[src/rtl/core/aalr_pkg.sv]
// shared types and constants of the antialiased line rasterizer
package aalr_pkg;

	localparam int PIX_W         = 8;
	localparam int LEVEL_W       = 9;
	localparam int LEVEL_FRAC_W  = 8;
	localparam int LEVEL_FULL    = 256;
	localparam int MAX_PAIRS     = 64;
	localparam int PAIR_CNT_W    = 6;

	typedef enum logic [1:0] {
		ST_IDLE,
		ST_SETUP,
		ST_DIVIDE,
		ST_EMIT
	} state_t;

	typedef struct packed {
		logic load;
		logic setup;
		logic div_step;
		logic emit;
	} dp_cmd_t;

	typedef struct packed {
		logic last_pair;
	} dp_status_t;

endpackage

[src/rtl/core/antialiased_line_rasterizer.sv]
// top level of the antialiased line rasterizer
// A segment is taken when start is high while busy is low, and its endpoints are captured at
// that edge. A setup state then orders them and sets up the divider, then the bit-serial
// gradient divider runs. After that one pixel pair comes out per cycle, each shown for one
// cycle with valid high, up to 64 pairs, the final one flagged by last. Busy stays high
// through setup, divide and emission; it drops as the last pair is shown, so the next
// segment can be taken in that same cycle. The receiver cannot stall: every pair must
// be taken in the cycle that it is shown.
module antialiased_line_rasterizer #(
	parameter int GRID_BITS              = 6,
	parameter int SUBPIXEL_BITS          = 4,
	parameter int GRADIENT_FRACTION_BITS = 16
) (
	input  logic                               clk,
	input  logic                               arst_n,
	input  logic                               start,
	output logic                               busy,
	input  logic [GRID_BITS+SUBPIXEL_BITS-1:0] start_x,
	input  logic [GRID_BITS+SUBPIXEL_BITS-1:0] start_y,
	input  logic [GRID_BITS+SUBPIXEL_BITS-1:0] end_x,
	input  logic [GRID_BITS+SUBPIXEL_BITS-1:0] end_y,
	output logic                               valid,
	output logic signed [aalr_pkg::PIX_W-1:0]  pixel_x,
	output logic signed [aalr_pkg::PIX_W-1:0]  pixel_y,
	output logic                               steep,
	output logic [aalr_pkg::LEVEL_W-1:0]       first_level,
	output logic [aalr_pkg::LEVEL_W-1:0]       second_level,
	output logic                               last
);
	import aalr_pkg::*;

	localparam int DIV_STEPS = GRID_BITS + SUBPIXEL_BITS + GRADIENT_FRACTION_BITS;

	dp_cmd_t    cmd;
	dp_status_t status;

	aalr_ctrl #(
		.DIV_STEPS(DIV_STEPS)
	) u_ctrl (
		.clk    (clk),
		.arst_n (arst_n),
		.start  (start),
		.busy   (busy),
		.cmd    (cmd),
		.status (status)
	);

	aalr_datapath #(
		.GRID_BITS              (GRID_BITS),
		.SUBPIXEL_BITS          (SUBPIXEL_BITS),
		.GRADIENT_FRACTION_BITS (GRADIENT_FRACTION_BITS)
	) u_datapath (
		.clk          (clk),
		.arst_n       (arst_n),
		.cmd          (cmd),
		.status       (status),
		.start_x      (start_x),
		.start_y      (start_y),
		.end_x        (end_x),
		.end_y        (end_y),
		.valid        (valid),
		.pixel_x      (pixel_x),
		.pixel_y      (pixel_y),
		.steep        (steep),
		.first_level  (first_level),
		.second_level (second_level),
		.last         (last)
	);

	a_take_busy: assert property (@(posedge clk) disable iff (!arst_n)
		(start && !busy) |=> busy)
		else $error("accepted word did not raise busy");
	a_valid_in_work: assert property (@(posedge clk) disable iff (!arst_n)
		valid |-> $past(busy))
		else $error("result word outside a segment");
	a_fall_on_last: assert property (@(posedge clk) disable iff (!arst_n)
		$fell(busy) |-> (valid && last))
		else $error("busy dropped without the last pair");
	a_gap_after_last: assert property (@(posedge clk) disable iff (!arst_n)
		(valid && last) |=> !valid)
		else $error("result word right after the last pair");

endmodule

[src/rtl/core/aalr_ctrl.sv]
// sequencer for the line rasterizer: setup, serial divide, pair emission
module aalr_ctrl #(
	parameter int DIV_STEPS = 26
) (
	input  logic                 clk,
	input  logic                 arst_n,
	input  logic                 start,
	output logic                 busy,
	output aalr_pkg::dp_cmd_t    cmd,
	input  aalr_pkg::dp_status_t status
);
	import aalr_pkg::*;

	localparam int CNT_W = $clog2(DIV_STEPS);

	state_t            state_q, state_d;
	logic [CNT_W-1:0]  cnt_q, cnt_d;

	always_ff @(posedge clk or negedge arst_n) begin
		if (!arst_n) begin
			state_q <= ST_IDLE;
			cnt_q   <= '0;
		end else begin
			state_q <= state_d;
			cnt_q   <= cnt_d;
		end
	end

	always_comb begin
		state_d = state_q;
		cnt_d   = cnt_q;
		cmd     = '0;
		busy    = 1'b1;
		unique case (state_q)
			ST_IDLE: begin
				busy = 1'b0;
				if (start) begin
					cmd.load = 1'b1;
					state_d  = ST_SETUP;
				end
			end
			ST_SETUP: begin
				cmd.setup = 1'b1;
				cnt_d     = '0;
				state_d   = ST_DIVIDE;
			end
			ST_DIVIDE: begin
				cmd.div_step = 1'b1;
				cnt_d        = cnt_q + 1'b1;
				if (cnt_q == CNT_W'(DIV_STEPS - 1)) begin
					state_d = ST_EMIT;
				end
			end
			ST_EMIT: begin
				cmd.emit = 1'b1;
				if (status.last_pair) begin
					state_d = ST_IDLE;
				end
			end
			default: begin
				state_d = ST_IDLE;
			end
		endcase
	end

	a_div_count: assert property (@(posedge clk) disable iff (!arst_n)
		(state_q == ST_DIVIDE && cnt_q == CNT_W'(DIV_STEPS - 1)) |=> state_q == ST_EMIT)
		else $error("divide phase did not hand over to emission");
	a_setup_once: assert property (@(posedge clk) disable iff (!arst_n)
		state_q == ST_SETUP |=> (state_q == ST_DIVIDE && cnt_q == '0))
		else $error("setup did not start the divider count");
	a_emit_end: assert property (@(posedge clk) disable iff (!arst_n)
		(state_q == ST_EMIT && status.last_pair) |=> state_q == ST_IDLE)
		else $error("emission ran past the last pair");

endmodule

[src/rtl/core/aalr_datapath.sv]
// datapath: endpoint ordering, bit-serial gradient divider, minor accumulator and result words
module aalr_datapath #(
	parameter int GRID_BITS              = 6,
	parameter int SUBPIXEL_BITS          = 4,
	parameter int GRADIENT_FRACTION_BITS = 16
) (
	input  logic                                     clk,
	input  logic                                     arst_n,
	input  aalr_pkg::dp_cmd_t                        cmd,
	output aalr_pkg::dp_status_t                     status,
	input  logic [GRID_BITS+SUBPIXEL_BITS-1:0]       start_x,
	input  logic [GRID_BITS+SUBPIXEL_BITS-1:0]       start_y,
	input  logic [GRID_BITS+SUBPIXEL_BITS-1:0]       end_x,
	input  logic [GRID_BITS+SUBPIXEL_BITS-1:0]       end_y,
	output logic                                     valid,
	output logic signed [aalr_pkg::PIX_W-1:0]        pixel_x,
	output logic signed [aalr_pkg::PIX_W-1:0]        pixel_y,
	output logic                                     steep,
	output logic [aalr_pkg::LEVEL_W-1:0]             first_level,
	output logic [aalr_pkg::LEVEL_W-1:0]             second_level,
	output logic                                     last
);
	import aalr_pkg::*;

	localparam int GFB       = GRADIENT_FRACTION_BITS;
	localparam int COORD_W   = GRID_BITS + SUBPIXEL_BITS;
	localparam int MAJ_W     = GRID_BITS + 1;
	localparam int INT_W     = GRID_BITS + 2;
	localparam int ACC_W     = INT_W + GFB;
	localparam int GRAD_W    = GFB + 2;
	localparam int DIV_W     = COORD_W + GFB;
	localparam int MIN_SHIFT = GFB - SUBPIXEL_BITS;
	localparam int HALF      = (1 << SUBPIXEL_BITS) >> 1;

	// captured endpoints
	logic [COORD_W-1:0] sx_q, sy_q, ex_q, ey_q;

	// per-segment registers
	logic                     steep_q, neg_q, dzero_q;
	logic [COORD_W-1:0]       dmaj_q;
	logic [DIV_W-1:0]         num_q;
	logic [COORD_W-1:0]       rem_q;
	logic signed [ACC_W-1:0]  acc_q;
	logic [MAJ_W-1:0]         m_q, mend_q;
	logic [PAIR_CNT_W-1:0]    n_q;

	// setup logic
	logic signed [COORD_W:0]  dx, dy;
	logic [COORD_W-1:0]       adx, ady;
	logic                     steep_c, swap_c;
	logic [COORD_W-1:0]       a0, a1, b0, b1;
	logic [COORD_W-1:0]       maj0, maj1, min0, min1;
	logic [COORD_W-1:0]       dmaj_c, dmin_abs;
	logic [COORD_W:0]         rsum0, rsum1;

	assign dx  = $signed({1'b0, ex_q}) - $signed({1'b0, sx_q});
	assign dy  = $signed({1'b0, ey_q}) - $signed({1'b0, sy_q});
	assign adx = dx[COORD_W] ? COORD_W'(-dx) : COORD_W'(dx);
	assign ady = dy[COORD_W] ? COORD_W'(-dy) : COORD_W'(dy);
	assign steep_c = adx < ady;
	assign swap_c  = steep_c ? (sy_q > ey_q) : (sx_q > ex_q);

	always_comb begin
		if (steep_c) begin
			a0 = sy_q;
			a1 = ey_q;
			b0 = sx_q;
			b1 = ex_q;
		end else begin
			a0 = sx_q;
			a1 = ex_q;
			b0 = sy_q;
			b1 = ey_q;
		end
		if (swap_c) begin
			maj0 = a1;
			maj1 = a0;
			min0 = b1;
			min1 = b0;
		end else begin
			maj0 = a0;
			maj1 = a1;
			min0 = b0;
			min1 = b1;
		end
	end

	assign dmaj_c   = steep_c ? ady : adx;
	assign dmin_abs = steep_c ? adx : ady;

	// round half up on the major coordinate
	assign rsum0 = {1'b0, maj0} + (COORD_W+1)'(HALF);
	assign rsum1 = {1'b0, maj1} + (COORD_W+1)'(HALF);

	// restoring divider: one quotient bit per cycle, quotient shifts into num_q
	logic [COORD_W:0] trial, trial_diff;
	logic             trial_ge;

	assign trial      = {rem_q, num_q[DIV_W-1]};
	assign trial_ge   = trial >= {1'b0, dmaj_q};
	assign trial_diff = trial - {1'b0, dmaj_q};

	// gradient and current pair
	logic [GRAD_W-1:0]        mag;
	logic signed [GRAD_W-1:0] grad;
	logic signed [INT_W-1:0]  int_part;
	logic [LEVEL_FRAC_W-1:0]  frac8;
	logic signed [PIX_W-1:0]  minor_pix, major_pix;
	logic                     last_c;

	assign mag       = {1'b0, num_q[GFB:0]};
	assign grad      = dzero_q ? '0 : (neg_q ? -$signed(mag) : $signed(mag));
	assign int_part  = acc_q[ACC_W-1:GFB];
	assign frac8     = acc_q[GFB-1 -: LEVEL_FRAC_W];
	assign minor_pix = PIX_W'(int_part);
	assign major_pix = PIX_W'(m_q);
	assign last_c    = (m_q == mend_q) || (n_q == PAIR_CNT_W'(MAX_PAIRS - 1));

	assign status.last_pair = last_c;

	always_ff @(posedge clk or negedge arst_n) begin
		if (!arst_n) begin
			valid <= 1'b0;
		end else begin
			valid <= cmd.emit;
		end
	end

	always_ff @(posedge clk) begin
		if (cmd.load) begin
			sx_q <= start_x;
			sy_q <= start_y;
			ex_q <= end_x;
			ey_q <= end_y;
		end
		if (cmd.setup) begin
			steep_q <= steep_c;
			neg_q   <= min1 < min0;
			dzero_q <= dmaj_c == '0;
			dmaj_q  <= dmaj_c;
			num_q   <= DIV_W'(dmin_abs) << GFB;
			rem_q   <= '0;
			acc_q   <= $signed(ACC_W'(min0) << MIN_SHIFT);
			m_q     <= rsum0[COORD_W:SUBPIXEL_BITS];
			mend_q  <= rsum1[COORD_W:SUBPIXEL_BITS];
			n_q     <= '0;
		end
		if (cmd.div_step) begin
			rem_q <= trial_ge ? trial_diff[COORD_W-1:0] : trial[COORD_W-1:0];
			num_q <= {num_q[DIV_W-2:0], trial_ge};
		end
		if (cmd.emit) begin
			pixel_x      <= steep_q ? minor_pix : major_pix;
			pixel_y      <= steep_q ? major_pix : minor_pix;
			steep        <= steep_q;
			first_level  <= LEVEL_W'(LEVEL_FULL) - LEVEL_W'(frac8);
			second_level <= LEVEL_W'(frac8);
			last         <= last_c;
			acc_q        <= acc_q + ACC_W'(grad);
			m_q          <= m_q + 1'b1;
			n_q          <= n_q + 1'b1;
		end
	end

endmodule

[config.mk]
export PLATFORM = sky130hd
export DESIGN_NAME = antialiased_line_rasterizer
export DESIGN_NICKNAME = d
export VERILOG_FILES = /design/src/rtl/core/aalr_pkg.sv /design/src/rtl/core/antialiased_line_rasterizer.sv /design/src/rtl/core/aalr_ctrl.sv /design/src/rtl/core/aalr_datapath.sv
export SDC_FILE = /design/constraint.sdc
export NUM_CORES = 1
export LEC_CHECK = 0
export BUFFER_PORTS_ARGS = -buffer_cell sky130_fd_sc_hd__buf_2
export CORE_ASPECT_RATIO = 1.75
export CORE_UTILIZATION = 53
export CTS_BUF_LIST = sky130_fd_sc_hd__clkbuf_16
export CTS_CLUSTER_DIAMETER = 100
export DETAILED_ROUTE_END_ITERATION = 10
export HOLD_SLACK_MARGIN = 0.06
export PLACE_DENSITY = 0.78
export SLEW_MARGIN = 20
export SYNTH_ARGS = -nofsm -noshare
export SYNTH_HDL_FRONTEND = slang
export SYNTH_SLANG_ARGS = --single-unit
[constraint.sdc]
create_clock -name clk -period 5.95 [get_ports clk]
set_clock_uncertainty 0.15 [all_clocks]
set_input_delay 1.19 -clock clk [delete_from_list [all_inputs] [get_ports clk]]
set_output_delay 1.19 -clock clk [all_outputs]
set_load 0.01 [all_outputs]
# Word level (Yosys, flattened, before mapping)
# Index checks and enable logic that the tools add are counted.
# Widths: inputs -> output; s select.
[classes]
reduce_logical = 7
n_eq_ne = 9
magnitude_cmp = 5
mux = 39
add_sub_neg = 13
[op_table]
columns = ["cell", "n"]
rows = [
  ["$mux 10", 15],
  ["$mux 26", 2],
  ["$mux 24", 2],
  ["$mux 18", 2],
  ["$mux 7", 4],
  ["$add 24x18->24", 1],
  ["$add 10x4->11 const B", 2],
  ["$sub 10x10->11", 2],
  ["$gt 10x10->1", 2],
  ["$lt 10x10->1", 2],
  ["$neg 10->10", 2],
  ["$neg 17->18", 1],
  ["$mux 6", 2],
  ["$ge 11x10->1", 1],
  ["$logic_not 10->1", 1],
  ["$pmux 5 s2", 1],
  ["$sub 10x10->10", 1],
  ["$sub 9x8->9 const A", 1],
  ["$pmux 2 s4", 1],
  ["$add 7x1->7 const B", 1],
  ["$eq 7x7->1", 1],
  ["$mux 1", 7],
  ["$add 6x1->6 const B", 1],
  ["$eq 6x6->1 const B", 1],
  ["11 further kinds", 17],
]
[word_totals]
elab_cells = 98
output_inout_bits = 38
inputBits = 43
reg_bits = 176

# Logic depth before layout (Yosys ltp)
[logic_depth]
depth_word = 9
mapped_depth = 31
ltp_nobuf = 28

# Hierarchy
# From an unflattened synthesis, not the netlist that was laid out.
[unflattened]
cells_unflattened = 1177
hier_area_um2 = 12195.4
[by_module_without_submodules]
columns = ["module", "area_each_um2", "n_inst", "cells_per_inst", "seq_area_each_um2"]
rows = [
  ["aalr_datapath", 11746.3, 1, 1131, 5039.8],
  ["aalr_ctrl", 449.2, 1, 46, 175.2],
]

# Worst setup path before layout
# No wires, ideal clock.
[synth_timing]
path_kind = "reg2reg"
startpoint = "register u_datapath.ex_q[3]"
endpoint = "register u_datapath.neg_q (data pin)"
setup_ns = 0.152
period_less_slack_ns = 5.900
path_buffers = 3
required_time_ns = 5.648
arrival_time_ns = 5.599
path_stages_with_launch = 28
slack_ns = 0.050
cell_sequence = "edfxtp_1 ha_1 nand3_1 a21oi_1 or4_1 a211oi_1 nand3_1 o31ai_1 xnor2_1 ha_1 nand2_1 o21ai_0 a21o_1 mux2i_4 buf_8 buf_2 clkbuf_1 mux2i_1 mux2i_1 ha_1 a41oi_1 o21ai_0 a21oi_1 nor2b_1 o21ai_0 nand2b_1 a221o_1 a31oi_1"
[synth_via]
elab_chain_cells = 7
word_cells_on_any_way = 11
classes_between = "add/sub (2); order compare (3); mux (6)"
[synth_lines]
columns = ["item", "line_no", "text"]
rows = [
  ["from (decl)", "aalr_datapath.sv:36", "logic [COORD_W-1:0] sx_q, sy_q, ex_q, ey_q;"],
  ["from (signal assigned)", "aalr_datapath.sv:133", "ex_q <= end_x;"],
  ["$sub 10x10->11", "aalr_datapath.sv:56", "assign dx = $signed({1'b0, ex_q}) - $signed({1'b0, sx_q});"],
  ["$neg 10->10", "aalr_datapath.sv:58", "assign adx = dx[COORD_W] ? COORD_W'(-dx) : COORD_W'(dx);"],
  ["$mux 10", "aalr_datapath.sv:58", ""],
  ["$lt 10x10->1", "aalr_datapath.sv:60", "assign steep_c = adx < ady;"],
  ["$mux 10 / $mux 1 (equally long branches)", "aalr_datapath.sv:64, aalr_datapath.sv:61", ""],
  ["$mux 10", "aalr_datapath.sv:75", "if (swap_c) begin"],
  ["$lt 10x10->1 (*)", "aalr_datapath.sv:138", "neg_q <= min1 < min0;"],
  ["to (signal assigned)", "aalr_datapath.sv:138", ""],
  ["to (decl)", "aalr_datapath.sv:39", "logic steep_q, neg_q, dzero_q;"],
]
# Mark *: on every way between the ends. The rest lies on a longest branch, timed or not.
# A chain may end at the register's enable or synchronous reset.

# Worst setup path after layout
[layout_timing]
startpoint = "register u_datapath.ex_q[0]"
endpoint = "register u_datapath.neg_q (data pin)"
# The elaborated chain is that of the path after synthesis.

==> results.md <==
* Status: finished, final reports clean
* Worst path most repeated cell: o21ai_1
* Worst R2R Path Depth at 29
* RSZ-0062 raised after global routing: yes
* Std cell rows at 71
* Finished Cell Area at 0.0134 mm^2
* Fillers at 1764
* Io pins at 81
* Hold Crit Endpoint: u_datapath.num_q[23]
* Post-route ant nets at 0
* Seq/Total Area, Yosys at 45.0%
* Syn nets at 1244
* Overflow after GRT at 0
* Share of cells above drive strength 1 at 19.1%
* Finish-stage setup viols at 0
* Post-layout minimum cycle time at 5930 ps
* HP Class: reg2reg
* DIE WIDTH at 114 um
* Max H-tree Level at 4
* Slew Limit Fails at 0
* Critical Path RT at 6080 ps
* CTS tree: done
* Worst-path clk slew at 70 ps
* DR vias at 8917
* Launch point of the worst path: u_datapath.ex_q[0]
* Crit. End Element: flip-flop
* Worst-path fanout max at 6
* Sequential Area at 0.00522 mm^2
* CP max stage delay at 370 ps
* Wire length per cell at 17.7 um
* WP buf/inv at 5
* Largest net degree at the start of global routing at 54
* Ys async rst share at 4.57%
* Relative slew slack at 24.4%
* Setup TNS at 0 ps
* Highest clock rate at 0.169 GHz
* Vias in the first global route at 8891
* Actual slew at the worst max-slew pin at 1130 ps
* Detailed Route Iter0 Violations at 607
* # port buffers at 79
* Clock Sink Count at 175
* HP Start: u_datapath.num_q[22]
* Synthesized flop and latch total at 175
* Vias per Instance at 5.83
* Clock Latency Late Sink at 440 ps
* DIE AREA at 0.0225 mm^2
* Gate Count Post-Synth at 1111
* Pre-antenna DRT Iters at 5
* Synth warnings at 0
* Initial antenna violation count at 0
* Crit path max-delay family: compound AO/OA/AOI/OAI gates
* Syn avg cell area at 10.4 um^2
* Initial Utilization at 53.9%
* CP Launch Type: flip-flop
* Final period util at 99.7%
* Synth Flop Type: edfxtp_1
* Netlist cell types at 68
* Critical path type: reg2reg
* Fin. Hold Viols at 0
* # DRC at 0
* Area growth syn-to-layout at 16.0%
* Post-synth EDFFs at 167
* Num CTS Buffers at 17
* Root Driver: clkbuf_16
* R2r endpoint: u_datapath.neg_q
* Reg-to-Reg Start: u_datapath.ex_q[0]
* Crit path max-delay cell type: o311ai_4
* GPL Wtd Cong at 1.01
* Maximum root-to-sink buffer count at 2
* Gr usage total at 24.4%
* DRT Wirelength at 27100 um
* Max-Cap Viols at 0
* Placeable Area at 0.0215 mm^2
* Cell Area, Synth at 0.0116 mm^2
* Final #Nets at 1357
* Setup slack, reg-to-reg at 20 ps
* DP Area at 0.0124 mm^2
* Final Core Density at 62.5%
* Die height at 198 um
* Area of the multi-input gates at 0.00620 mm^2
* Hold path depth at 2
* Crit path DAT at 6060 ps
* First-pass GRT wire length at 42100 um
* DP Wirelength at 20100 um
## state kept, by name, summed over array words and instances (netlist names), 8 cells and up
register and flops:
u_datapath.num_q 26, u_datapath.acc_q 24, u_datapath.dmaj_q 10, u_datapath.ex_q 10
u_datapath.ey_q 10, u_datapath.rem_q 10, u_datapath.sx_q 10, u_datapath.sy_q 10
u_datapath.first_level 9, u_datapath.pixel_x 8, u_datapath.pixel_y 8
## synthesized netlist by cell type, drive strengths merged (3+ instances only)
library cell / count / share of area [%]
nand3b: 3 / 0.19
or2: 6 / 0.32
dfrtp: 8 / 1.7
xnor2: 41 / 3.1
nand4: 7 / 0.38
ha: 86 / 9.3
a41oi: 3 / 0.23
inv: 69 / 2.2
a211oi: 10 / 0.69
clkbuf: 24 / 0.78
nand2b: 12 / 0.65
and2: 28 / 1.5
a41o: 3 / 0.26
a21boi: 3 / 0.19
o211ai: 8 / 0.52
nor3: 21 / 0.91
a31oi: 10 / 0.54
a21o: 21 / 1.4
nor2b: 20 / 1.1
or3: 9 / 0.49
nor2: 77 / 2.5
edfxtp: 167 / 43
nand2: 109 / 3.6
or4: 6 / 0.39
o311ai: 3 / 0.44
mux2: 16 / 1.6
mux2i: 67 / 6.1
nor4: 4 / 0.27
o21bai: 4 / 0.26
nand3: 29 / 1.3
o31ai: 10 / 0.65
xor2: 54 / 4.1
nor3b: 4 / 0.26
and3: 5 / 0.27
o21a: 9 / 0.58
o21ai: 70 / 3.0
buf: 13 / 0.71
a21oi: 47 / 2.0
fa: 4 / 0.69
a2111oi: 3 / 0.23
## worst max-delay path by stage
stage	to	slack, ps	cells past startpoint
floorplan	u_datapath.neg_q	50	27
global placement	u_datapath.neg_q	30	27
detailed placement	u_datapath.neg_q	-120	26
CTS	u_datapath.neg_q	10	30
global route	u_datapath.neg_q	-260	29
finish	u_datapath.neg_q	20	29
## cells in the final DEF (no fill, tap or decap), types with 9 or more instances in the layout
cell and n:
buf_2 79, o21a_1 9, o31ai_1 9, nor3_1 20
mux2i_1 59, buf_4 48, nand2b_1 10, nor2_1 76
edfxtp_1 167, xor2_1 49, o21ai_0 64, a21oi_1 42
nor2b_1 20, and2_1 27, ha_1 78, a21o_1 21
inv_1 67, nand3_1 28, a31oi_1 10, clkbuf_16 17
mux2_2 16, or3_1 9, xnor2_1 38, nand2_1 108
## tightest hold or removal path, cell delays in order, from the launching register on
cell and delay (ps):
edfxtp_1 320, nand2_1 50, o21ai_0 60
## logic make-up (layout without fill, tap and decap cells)
kind of cell / Yosys count / count (layout) / share of synthesized area, %
other cells: 1 / 2 / 0.0324
compound gates: 218 / 218 / 12.1
xor+xnor: 95 / 95 / 7.19
buf+inv: 106 / 232 / 3.73
flops: 175 / 175 / 45.0
simple gates: 343 / 343 / 14.3
fa+ha+maj: 90 / 90 / 9.98
mux: 83 / 83 / 7.70
## what timing repair did
item / 4_1_cts / 5_1_grt
hold buffers: 0 / 0
endpoints found under the setup margin: 1 / 5
resized for setup: 16 / 42
pin swaps: 11 / 22
cloned: 1 / 0
setup buffers: 14 / 6
## stage by stage
stage	instances	setup slack, ps	hold WS, ps
finish	1530	20.4	390
global route	1529	-263	410
CTS	1523	11.6	390
detailed placement	1476	-117	369
global placement	1476	32.6	365
floorplan	1111	49.6	274
## layout make-up
cell class / count / area share [%]
Clock buffer: 17 / 3.17
Multi-Input combinational cell: 830 / 46.2
Antenna cell: 1 / 0.0186
Sequential cell: 175 / 38.8
Timing Repair Buffer: 131 / 6.18
Tap cell: 292 / 2.72
Clock inverter: 15 / 1.01
Inverter: 69 / 1.93
## per-layer routing
metal  track usage (%)  up-vias  share of wire (%)
met5                 0        -                  0
met4              18.9        0                7.2
met3              3.87      122                3.6
met2              45.3      295                 53
met1              23.8     4266                 36
li1                  -     4234                  -
Power is left out: the tool's default activity adds up to more than one toggle a clock period on the data nets, which glitch-free logic cannot reach.
